===== config.mk =====
export PLATFORM = sky130hd
export DESIGN_NAME = vsimex_fifo
export DESIGN_NICKNAME = d
export VERILOG_FILES = /design/src/vsimex_pkg.sv /design/src/vsimex_fifo.sv
export SDC_FILE = /design/constraint.sdc
export NUM_CORES = 1
export LEC_CHECK = 0
export BUFFER_PORTS_ARGS = -buffer_cell sky130_fd_sc_hd__clkbuf_2
export CORE_AREA = 5 5 303 305
export DETAILED_ROUTE_END_ITERATION = 8
export DIE_AREA = 0 0 308 310
export HOLD_SLACK_MARGIN = 0.15
export PLACE_DENSITY = 0.58
export REMOVE_ABC_BUFFERS = 1
export SLEW_MARGIN = 20
export SYNTH_ARGS = -nofsm -noshare
export SYNTH_HDL_FRONTEND = slang
export SYNTH_SLANG_ARGS = --single-unit

===== constraint.sdc =====
create_clock -name clk_i -period 50.5 [get_ports clk_i]
set_input_delay 10.1 -clock clk_i [delete_from_list [all_inputs] [get_ports clk_i]]
set_output_delay 10.1 -clock clk_i [all_outputs]
set_load 0.005 [all_outputs]

===== src/vsimex_pkg.sv =====
// Shared types and constants for the variable-step IMEX weight block.
// Used by the front end, job queue, back end, arithmetic lanes and top level.
package vsimex_pkg;

  localparam int unsigned TW    = 64;        // time and weight width
  localparam int unsigned NLEV  = 3;         // old time levels
  localparam int unsigned PW1   = 2 * TW;    // product of two differences
  localparam int unsigned PW2   = 3 * TW;    // product of three differences
  localparam int unsigned NW    = PW1 + 2;   // numerator magnitude (sum of three products)
  localparam int unsigned SW    = NW + 1;    // signed sum
  localparam int unsigned STEPS = TW;        // iterations per multiply or divide pass
  localparam int unsigned CNT_W = $clog2(STEPS);
  localparam int unsigned QDEPTH = 2;

  localparam logic [1:0] ORDER_ONE   = 2'd1;
  localparam logic [1:0] ORDER_TWO   = 2'd2;
  localparam logic [1:0] ORDER_THREE = 2'd3;

  // slots of the old-level pair differences
  localparam int unsigned PAIR01 = 0;
  localparam int unsigned PAIR02 = 1;
  localparam int unsigned PAIR12 = 2;

  typedef struct packed {
    logic [NLEV-1:0][TW-1:0] a_mag;   // |t_next - t_j|
    logic [NLEV-1:0]         a_neg;
    logic [NLEV-1:0][TW-1:0] b_mag;   // |t_i - t_j| for pairs 01, 02, 12
    logic [NLEV-1:0]         b_neg;
    logic [NLEV-1:0]         used;
    logic [1:0]              order;
    logic                    fault;
  } job_t;

  typedef struct packed {
    logic [3:0][TW-1:0] lhs;
    logic [2:0][TW-1:0] rhs;
    logic [1:0]         order;
    logic               fault;
  } res_t;

endpackage


===== src/vsimex_fifo.sv =====
// Short job queue between the front end and the back end.
// Depends on vsimex_pkg (job_t, QDEPTH).
module vsimex_fifo (
  input  logic             clk_i,
  input  logic             rst_ni,
  input  logic             push_i,
  input  vsimex_pkg::job_t data_i,
  input  logic             pop_i,
  output vsimex_pkg::job_t data_o,
  output logic             empty_o,
  output logic             full_o
);

  localparam int unsigned DEPTH = vsimex_pkg::QDEPTH;
  localparam int unsigned AW    = $clog2(DEPTH);

  vsimex_pkg::job_t mem_q [DEPTH];
  logic [AW-1:0] wr_q, rd_q;
  logic [AW:0]   cnt_q;

  always_ff @(posedge clk_i or negedge rst_ni) begin
    if (!rst_ni) begin
      wr_q  <= '0;
      rd_q  <= '0;
      cnt_q <= '0;
    end else begin
      if (push_i) begin
        wr_q <= (wr_q == AW'(DEPTH - 1)) ? '0 : wr_q + 1'b1;
      end
      if (pop_i) begin
        rd_q <= (rd_q == AW'(DEPTH - 1)) ? '0 : rd_q + 1'b1;
      end
      if (push_i && !pop_i) begin
        cnt_q <= cnt_q + 1'b1;
      end else if (pop_i && !push_i) begin
        cnt_q <= cnt_q - 1'b1;
      end
    end
  end

  always_ff @(posedge clk_i) begin
    if (push_i) begin
      mem_q[wr_q] <= data_i;
    end
  end

  assign data_o  = mem_q[rd_q];
  assign empty_o = cnt_q == '0;
  assign full_o  = cnt_q == (AW+1)'(DEPTH);

endmodule


==> metrics.txt <==
Area Overhead vs Synth=26.0%; # hold bufs at CTS=0; CP bufs+invs=4; Pleak=15.2 nW; sequential area share after synthesis=79.2%; Post-Route WL=72,700 microns; power per cell area=56.6 mW/mm^2; Most common cell on crit path=buf_4; first-pass GRT wire length=102,000 microns; count of boundary I/O pins=798; CP Class=flop to primary output; die area=0.0955 sq mm; fmax=66.2 MHz; Post-DP HPWL=52,100 microns; Critical Path End Type=primary output; antenna violations before repair=11; Layout Cells excl Fill=3,360; Global Route Usage Sum=14.3%; Seq cells post-synth=796; Yosys Warn Count=0; CP arrival=5.00 ns; DRC viols=0; nets=2,504; setup TNS=0 ns; First DRT Iteration DRCs=767; Synth Area per Inst=24.2 sq um; Worst-Skew Late Latency=0.64 ns; total grt overflow=0; worst-path fanout max=59; commonest non-fill, non-tap cells in the layout=797 x clkbuf_2, 792 x edfxtp_1, 330 x mux2_4, 84 x clkbuf_16, 66 x mux2_2; outcome=complete, no violations; clk root buf=clkbuf_16; Initial Util=33.9%; final hold vios=0; min-delay worst type=flop to flop; vias in the first global route=16,000; Core Util, Final=42.7%; Die H=310 microns; DR vias=14,900; Min Hold Slack=0.505 ns; Final period util=29.9%; Setup WS pre-CTS=36.02 ns; # clock sinks=796; Slew @ Worst Pin=1.14 ns; clk buf depth=3; PortBufs=797; CP peak stage delay=1.04 ns; DRT Pass-1 Iters=4; Clk pin slew, worst setup/hold paths=0.06 ns; Max-slew headroom=23.8%; Mapped Cells=1,248; PostCTS Resize Cnt=0; antenna-violating nets left=0; Max IR drop VDD=48.8 uV; final worst slack=35.40 ns; most common cell after layout, fill and taps aside=clkbuf_2; Vias/cell=4.45; Slew Limit Fails=0; WP data required=40.40 ns; slowest CP cell=dfrtp_4; CTS H-tree depth=3; final setup violation count=0; CTS tree=done; kind of cell adding the most delay to the critical path=buffers and inverters; Max-Cap Viols=0; core footprint=0.0890 sq mm; RSZ-0062 raised after global routing=false; Mapped Area=0.0302 sq mm; Clock Skews=0.0155 ns; clock period minus worst slack=15.10 ns; cts bufs inserted=84; largest net degree at the start of global routing=135; die width=308 microns; row count=110; post-synth cell types=14; FILL cells=7,892; crit-path cells=buf_4 > buf_4 > buf_4 > mux2_2 > clkbuf_2; number of setup buffers added after CTS=0; layout cells sized above 1=61.3%; DR WL/cell=21.6 microns; final RePlAce weighted congestion=0.792; Cells after DPL=3,193; crit path launch type=flop
==> final timing paths <==
| check | startpoint | endpoint | slack [ns] | cells after the start |
|---|---|---|---|---|
| max | rd_q | data_o[19] | 35.40 | 5 |
| min | cnt_q[1] | cnt_q[1] | 0.51 | 1 |
| max reg2reg | wr_q | mem_q[1][130] | 46.31 | 4 |
| min reg2reg | cnt_q[1] | cnt_q[1] | 0.51 | 1 |
| max in group asynchronous | rst_ni | rd_q | 41.10 | 1 |
| min in group asynchronous | rst_ni | wr_q | 9.26 | 1 |
==> routing by layer <==
metal / vias up / routed length, microns / global-route usage [%]
li1: 6749 / - / -
met5: - / 26 / 0
met3: 133 / 6230 / 5.08
met2: 548 / 38300 / 25.3
met1: 7506 / 25600 / 15.4
met4: 4 / 2510 / 6.41
==> power breakdown <==
part,leakage [nW],switching [mW],internal (mW),total (mW)
clock network,1.32,0.251,0.350,0.601
registers,7.48,0.0397,0.878,0.918
logic,6.42,0.308,0.323,0.631
total,15.2,0.599,1.55,2.15
==> registers in the layout, indices dropped and copies added (netlist names) <==
name and count:
wr_q 1, rd_q 1, cnt_q 2, mem_q 792
==> logic make-up (layout without fill, tap and decap cells) <==
kind of cell	Yosys count	after routing	synth area share (%)
fa+ha+maj	1	1	0.0415
mux	396	396	18.9
other cells	0	13	0
flops	796	796	79.2
simple gates	5	5	0.0871
xor+xnor	5	5	0.145
buf+inv	45	968	1.68
==> cell usage after synthesis, drive strengths merged <==
library cell / instances / area share (%)
nor2b: 2 / 0.041
mux2: 396 / 19
buf: 44 / 1.7
dfrtp: 4 / 0.33
inv: 1 / 0.012
ha: 1 / 0.041
nor2: 2 / 0.025
xnor2: 1 / 0.029
edfxtp: 792 / 79
xor2: 4 / 0.12
and2: 1 / 0.021
==> through the flow <==
stage	cell area (sq um)	total power, mW
floorplan	29700	1.66
global placement	35300	1.57
detailed placement	35300	1.58
CTS	38000	2.19
global route	38000	2.25
finish	38000	2.15
==> layout make-up <==
cell class,count,area [sq um],share of cell area (%)
Sequential cell,796,23900,62.9
Multi-Input combinational cell,407,5790,15.2
Timing Repair Buffer,813,4120,10.8
Clock buffer,101,2180,5.73
Tap cell,1176,1470,3.87
Clock inverter,53,519,1.37
Antenna cell,13,32.5,0.0856
Inverter,1,3.75,0.00988
Power figures use the tool's default switching activity.
