--- config.mk ---
export PLATFORM = sky130hd
export DESIGN_NAME = vsimex_front
export DESIGN_NICKNAME = d
export VERILOG_FILES = /design/src/vsimex_pkg.sv /design/src/vsimex_front.sv
export SDC_FILE = /design/constraint.sdc
export NUM_CORES = 2
export LEC_CHECK = 0
export BUFFER_PORTS_ARGS = -buffer_cell sky130_fd_sc_hd__buf_2
export CORE_UTILIZATION = 24
export DETAILED_ROUTE_END_ITERATION = 16
export PLACE_DENSITY = 0.52
export SLEW_MARGIN = 10
export SYNTH_ARGS = -nofsm -noshare
export SYNTH_HDL_FRONTEND = slang
export SYNTH_SLANG_ARGS = --single-unit
--- constraint.sdc ---
create_clock -name vclk -period 10.7
set_clock_uncertainty 0.15 [all_clocks]
set_input_delay 0 -clock vclk [all_inputs]
set_output_delay 0 -clock vclk [all_outputs]
set_load 0.005 [all_outputs]
--- src/vsimex_pkg.sv ---
// Shared types and constants for the variable-step IMEX weight block.
// Used by the front end, job queue, back end, arithmetic lanes and top level.
package vsimex_pkg;

  localparam int unsigned TW    = 64;        // time and weight width
  localparam int unsigned NLEV  = 3;         // old time levels
  localparam int unsigned PW1   = 2 * TW;    // product of two differences
  localparam int unsigned PW2   = 3 * TW;    // product of three differences
  localparam int unsigned NW    = PW1 + 2;   // numerator magnitude (sum of three products)
  localparam int unsigned SW    = NW + 1;    // signed sum
  localparam int unsigned STEPS = TW;        // iterations per multiply or divide pass
  localparam int unsigned CNT_W = $clog2(STEPS);
  localparam int unsigned QDEPTH = 2;

  localparam logic [1:0] ORDER_ONE   = 2'd1;
  localparam logic [1:0] ORDER_TWO   = 2'd2;
  localparam logic [1:0] ORDER_THREE = 2'd3;

  // slots of the old-level pair differences
  localparam int unsigned PAIR01 = 0;
  localparam int unsigned PAIR02 = 1;
  localparam int unsigned PAIR12 = 2;

  typedef struct packed {
    logic [NLEV-1:0][TW-1:0] a_mag;   // |t_next - t_j|
    logic [NLEV-1:0]         a_neg;
    logic [NLEV-1:0][TW-1:0] b_mag;   // |t_i - t_j| for pairs 01, 02, 12
    logic [NLEV-1:0]         b_neg;
    logic [NLEV-1:0]         used;
    logic [1:0]              order;
    logic                    fault;
  } job_t;

  typedef struct packed {
    logic [3:0][TW-1:0] lhs;
    logic [2:0][TW-1:0] rhs;
    logic [1:0]         order;
    logic               fault;
  } res_t;

endpackage

--- src/vsimex_front.sv ---
// Front end: takes a command, forms the level differences, order and fault.
// Depends on vsimex_pkg.
module vsimex_front (
  input  logic                           start_i,
  input  logic                           full_i,
  input  logic signed [vsimex_pkg::TW-1:0] t0_i,
  input  logic signed [vsimex_pkg::TW-1:0] t1_i,
  input  logic signed [vsimex_pkg::TW-1:0] t2_i,
  input  logic signed [vsimex_pkg::TW-1:0] t3_i,
  output logic                           push_o,
  output logic                           busy_o,
  output vsimex_pkg::job_t               job_o
);

  localparam int unsigned TW = vsimex_pkg::TW;

  // exact x - y as {sign, magnitude}; the magnitude always fits TW bits
  function automatic logic [TW:0] sdiff(input logic [TW-1:0] x, input logic [TW-1:0] y);
    logic [TW:0] d;
    logic [TW:0] n;
    d = {x[TW-1], x} - {y[TW-1], y};
    n = (~d) + (TW+1)'(1);
    return d[TW] ? {1'b1, n[TW-1:0]} : {1'b0, d[TW-1:0]};
  endfunction

  logic eq01, eq02, eq12, eq03, eq13, eq23;
  logic [TW:0] a0, a1, a2, b01, b02, b12;

  always_comb begin
    eq01 = t0_i == t1_i;
    eq02 = t0_i == t2_i;
    eq12 = t1_i == t2_i;
    eq03 = t0_i == t3_i;
    eq13 = t1_i == t3_i;
    eq23 = t2_i == t3_i;

    a0  = sdiff(t3_i, t0_i);
    a1  = sdiff(t3_i, t1_i);
    a2  = sdiff(t3_i, t2_i);
    b01 = sdiff(t0_i, t1_i);
    b02 = sdiff(t0_i, t2_i);
    b12 = sdiff(t1_i, t2_i);

    priority if (!eq01) begin
      job_o.order = vsimex_pkg::ORDER_THREE;
    end else if (eq12) begin
      job_o.order = vsimex_pkg::ORDER_ONE;
    end else begin
      job_o.order = vsimex_pkg::ORDER_TWO;
    end
    job_o.used[0] = job_o.order == vsimex_pkg::ORDER_THREE;
    job_o.used[1] = job_o.order != vsimex_pkg::ORDER_ONE;
    job_o.used[2] = 1'b1;

    job_o.fault = (job_o.used[0] & job_o.used[1] & eq01) | (job_o.used[0] & eq02) |
                  (job_o.used[1] & eq12) | (job_o.used[0] & eq03) |
                  (job_o.used[1] & eq13) | eq23;

    job_o.a_mag[0] = a0[TW-1:0];
    job_o.a_mag[1] = a1[TW-1:0];
    job_o.a_mag[2] = a2[TW-1:0];
    job_o.a_neg    = {a2[TW], a1[TW], a0[TW]};
    job_o.b_mag[vsimex_pkg::PAIR01] = b01[TW-1:0];
    job_o.b_mag[vsimex_pkg::PAIR02] = b02[TW-1:0];
    job_o.b_mag[vsimex_pkg::PAIR12] = b12[TW-1:0];
    job_o.b_neg[vsimex_pkg::PAIR01] = b01[TW];
    job_o.b_neg[vsimex_pkg::PAIR02] = b02[TW];
    job_o.b_neg[vsimex_pkg::PAIR12] = b12[TW];
  end

  assign busy_o = full_i;
  assign push_o = start_i & ~full_i;

endmodule

==> Implementation_results.wiki <==
{| class="wikitable"
! Metric !! Value
|-
| Synthesized area per cell || 6.40 µm²
|-
| Worst Setup SP || t3_i[1]
|-
| Worst Hold Margin || approximately 0.032 ns
|-
| Hpwl dp || 227000 µm
|-
| DR vias/cell || 5.91
|-
| Number of DRC markers in iteration 0 || 5126
|-
| Final hold vios || 0
|-
| Category of the worst setup path capture point || primary output
|-
| Count of TritonRoute iterations in the first routing pass || 6
|-
| Count of sequential standard cells || 0
|-
| Slew Limit Headroom || 17.9%
|-
| Count of port buffers added during placement || approximately 660
|-
| # setup viols final || 0
|-
| Final critical-path required period || 6.21 ns
|-
| Drc violations || 0
|-
| Post-detailed-route count of antenna-violating nets || 0
|-
| Area added between synthesis and finish || 13.8%
|-
| Final period utilization || 58.0%
|-
| Count of maximum capacitance violations || 0
|-
| Critical setup path kind || input pin to primary output
|-
| Fraction of final layout cells with drive strength greater than 1 || between 10 and 15%
|-
| Post-layout worst setup margin || approximately 4.5 ns
|-
| Met2 Resource Use GR || 46.5%
|-
| Top library cells by usage in the layout, fill and taps aside || 655 x sky130_fd_sc_hd__buf_2, 621 x sky130_fd_sc_hd__a21oi_1, 592 x sky130_fd_sc_hd__nand2_1
|-
| Antenna violations before repair || 157
|-
| Most crowded layer after global routing || met2
|-
| Global routing met1 resource utilization || 38.8%
|-
| Achievable clock frequency || 161 MHz
|-
| Count of mapped cells out of synthesis || 5755
|-
| Total Routed Length || 254000 µm
|-
| Slew Viols, Final || 0
|-
| Post-Route Setup TNS || 0 ns
|-
| Run status || finished, final reports clean
|-
| Total standard cell area after synthesis || 36800 µm²
|-
| Count of pins on the block boundary || 656
|-
| Worst min-delay path class || input pin to primary output
|-
| Via Count || between 40000 and 50000
|-
| Sequential element share of the synthesized area || 0%
|-
| Placer Congestion || 1.03
|-
| Hold_buf cts || 0
|-
| Setup slack after placement || 4.80 ns
|-
| Critical Path Start Type || input pin
|-
| Gr ovfl total || 0
|-
| End point of the critical path || job_o[205]
|-
| Number of warnings reported in the yosys synthesis log || 0
|-
| Pin slew with the least headroom to its limit || 1.23 ns
|-
| Initial core utilization || 24.2%
|-
| Layout clock buffer count || 0
|-
| Synth Net Count || 6409
|-
| Data arrival at the endpoint of the critical path || 6.06 ns
|-
| Average routed wire per standard cell || 30.7 µm
|-
| Largest net degree at the start of global routing || 44
|-
| Full die area || 155000 µm²
|-
| Global-route wire length before repair || between 300000 and 400000 µm
|-
| Global-route total usage across every layer || 30.8%
|-
| Core Box Area || 152000 µm²
|-
| Met3 Usage GRT || 10.7%
|-
| FF+latch area || 0 µm²
|-
| Unrepaired setup endpoints after global routing || no
|-
| Die X-Extent || 394 µm
|-
| Vertical die dimension || ~390 µm
|-
| Number of gates resized after cts || 0
|-
| Number of cell rows || 143
|-
| Final Net Count || 6827
|-
| Via count of the first global-routing pass || 44800
|-
| Worst-path maximum fanout || 35
|-
| Cell variety after synth || between 100 and 150
|-
| Leading cell type in the layout, fill and taps excluded || sky130_fd_sc_hd__buf_2
|-
| Post-CTS Setup Inserts || 0
|-
| Critical path data required time || around 11 ns
|}
==> synthesized netlist by cell type (all sizes together), types with 18 or more instances <==
| master | number | share of area (%) |
|---|---|---|
| a21oi | 631 | 8.7 |
| nand2 | 593 | 6.0 |
| nor2 | 509 | 5.3 |
| o21ai | 429 | 5.8 |
| ha | 390 | 13 |
| xnor2 | 375 | 8.9 |
| inv | 316 | 3.2 |
| xor2 | 252 | 6.0 |
| clkbuf | 199 | 2.0 |
| nor3 | 173 | 2.4 |
| nand4 | 170 | 2.9 |
| a21o | 165 | 3.4 |
| nand3 | 129 | 1.8 |
| o21a | 89 | 1.8 |
| a31oi | 84 | 1.5 |
| a211oi | 81 | 1.7 |
| o211ai | 79 | 1.7 |
| and2 | 73 | 1.2 |
| or3 | 66 | 1.1 |
| nor4 | 62 | 1.4 |
| o31ai | 62 | 1.3 |
| and3 | 55 | 0.93 |
| nand2b | 54 | 0.92 |
| buf | 53 | 0.88 |
| nor2b | 43 | 0.73 |
| o21bai | 43 | 0.88 |
| or2 | 43 | 0.73 |
| and4 | 39 | 0.94 |
| or4 | 28 | 0.63 |
| a21boi | 27 | 0.55 |
| a2111oi | 26 | 0.72 |
| mux2i | 26 | 0.71 |
| o2111ai | 24 | 0.60 |
| nor3b | 23 | 0.48 |
| a211o | 20 | 0.48 |
| a311oi | 18 | 0.44 |
| nor4b | 18 | 0.50 |
==> routing by layer <==
metal	share of wire [%]	up-vias	routed length, µm
li1	-	22300	-
met1	41	23300	105000
met2	42	2651	107000
met3	11	488	27800
met4	5.0	70	12700
met5	0.18	-	468
==> stage by stage <==
step | utilization, % | instance area (µm²) | std cells
after floorplan | - | 36800 | 5755
after global placement | 27.5 | 41800 | 8201
after detailed placement | 27.5 | 41800 | 8201
after CTS | 27.5 | 41800 | 8201
after global routing | 27.5 | 41800 | 8216
final | 27.6 | 41900 | 8271
==> worst max-delay path, cell delays in order <==
cell and delay, ns:
sky130_fd_sc_hd__buf_2 0.32, sky130_fd_sc_hd__inv_1 0.39, sky130_fd_sc_hd__fa_1 0.57, sky130_fd_sc_hd__nand2b_1 0.22
sky130_fd_sc_hd__a211oi_2 0.50, sky130_fd_sc_hd__o21a_1 0.27, sky130_fd_sc_hd__a31oi_1 0.14, sky130_fd_sc_hd__a21oi_1 0.53
sky130_fd_sc_hd__o211ai_1 0.18, sky130_fd_sc_hd__a21oi_1 0.21, sky130_fd_sc_hd__o21a_1 0.15, sky130_fd_sc_hd__nor3_1 0.08
sky130_fd_sc_hd__mux2i_4 0.14, sky130_fd_sc_hd__buf_4 0.35, sky130_fd_sc_hd__inv_1 0.58, sky130_fd_sc_hd__o21ai_0 1.12
sky130_fd_sc_hd__buf_2 0.28
==> cell families (layout without fill, tap and decap cells) <==
logic type      Yosys count  after routing  share of synthesized area (%)
xor+xnor                627            627                           14.9
fa+ha+maj               396            396                           13.6
buf+inv                 569            985                           6.16
compound gates         1990           1990                           34.9
simple gates           2144           2144                           29.7
other cells               1             71                         0.0102
mux                      28             28                          0.767
==> layout make-up <==
cell class,count,area (µm²)
diodes,70,175
fillers,17400,110000
inverters,316,1190
multi-input cells,5186,34700
well taps,2030,2540
repair buffers,669,3380
==> worst min path at each step <==
stage / endpoint / cells past startpoint / start
6_report: busy_o / 2 / full_i
2_1_floorplan: push_o / 1 / full_i
4_1_cts: busy_o / 2 / full_i
5_1_grt: busy_o / 2 / full_i
3_5_place_dp: busy_o / 2 / full_i
3_3_place_gp: busy_o / 2 / full_i
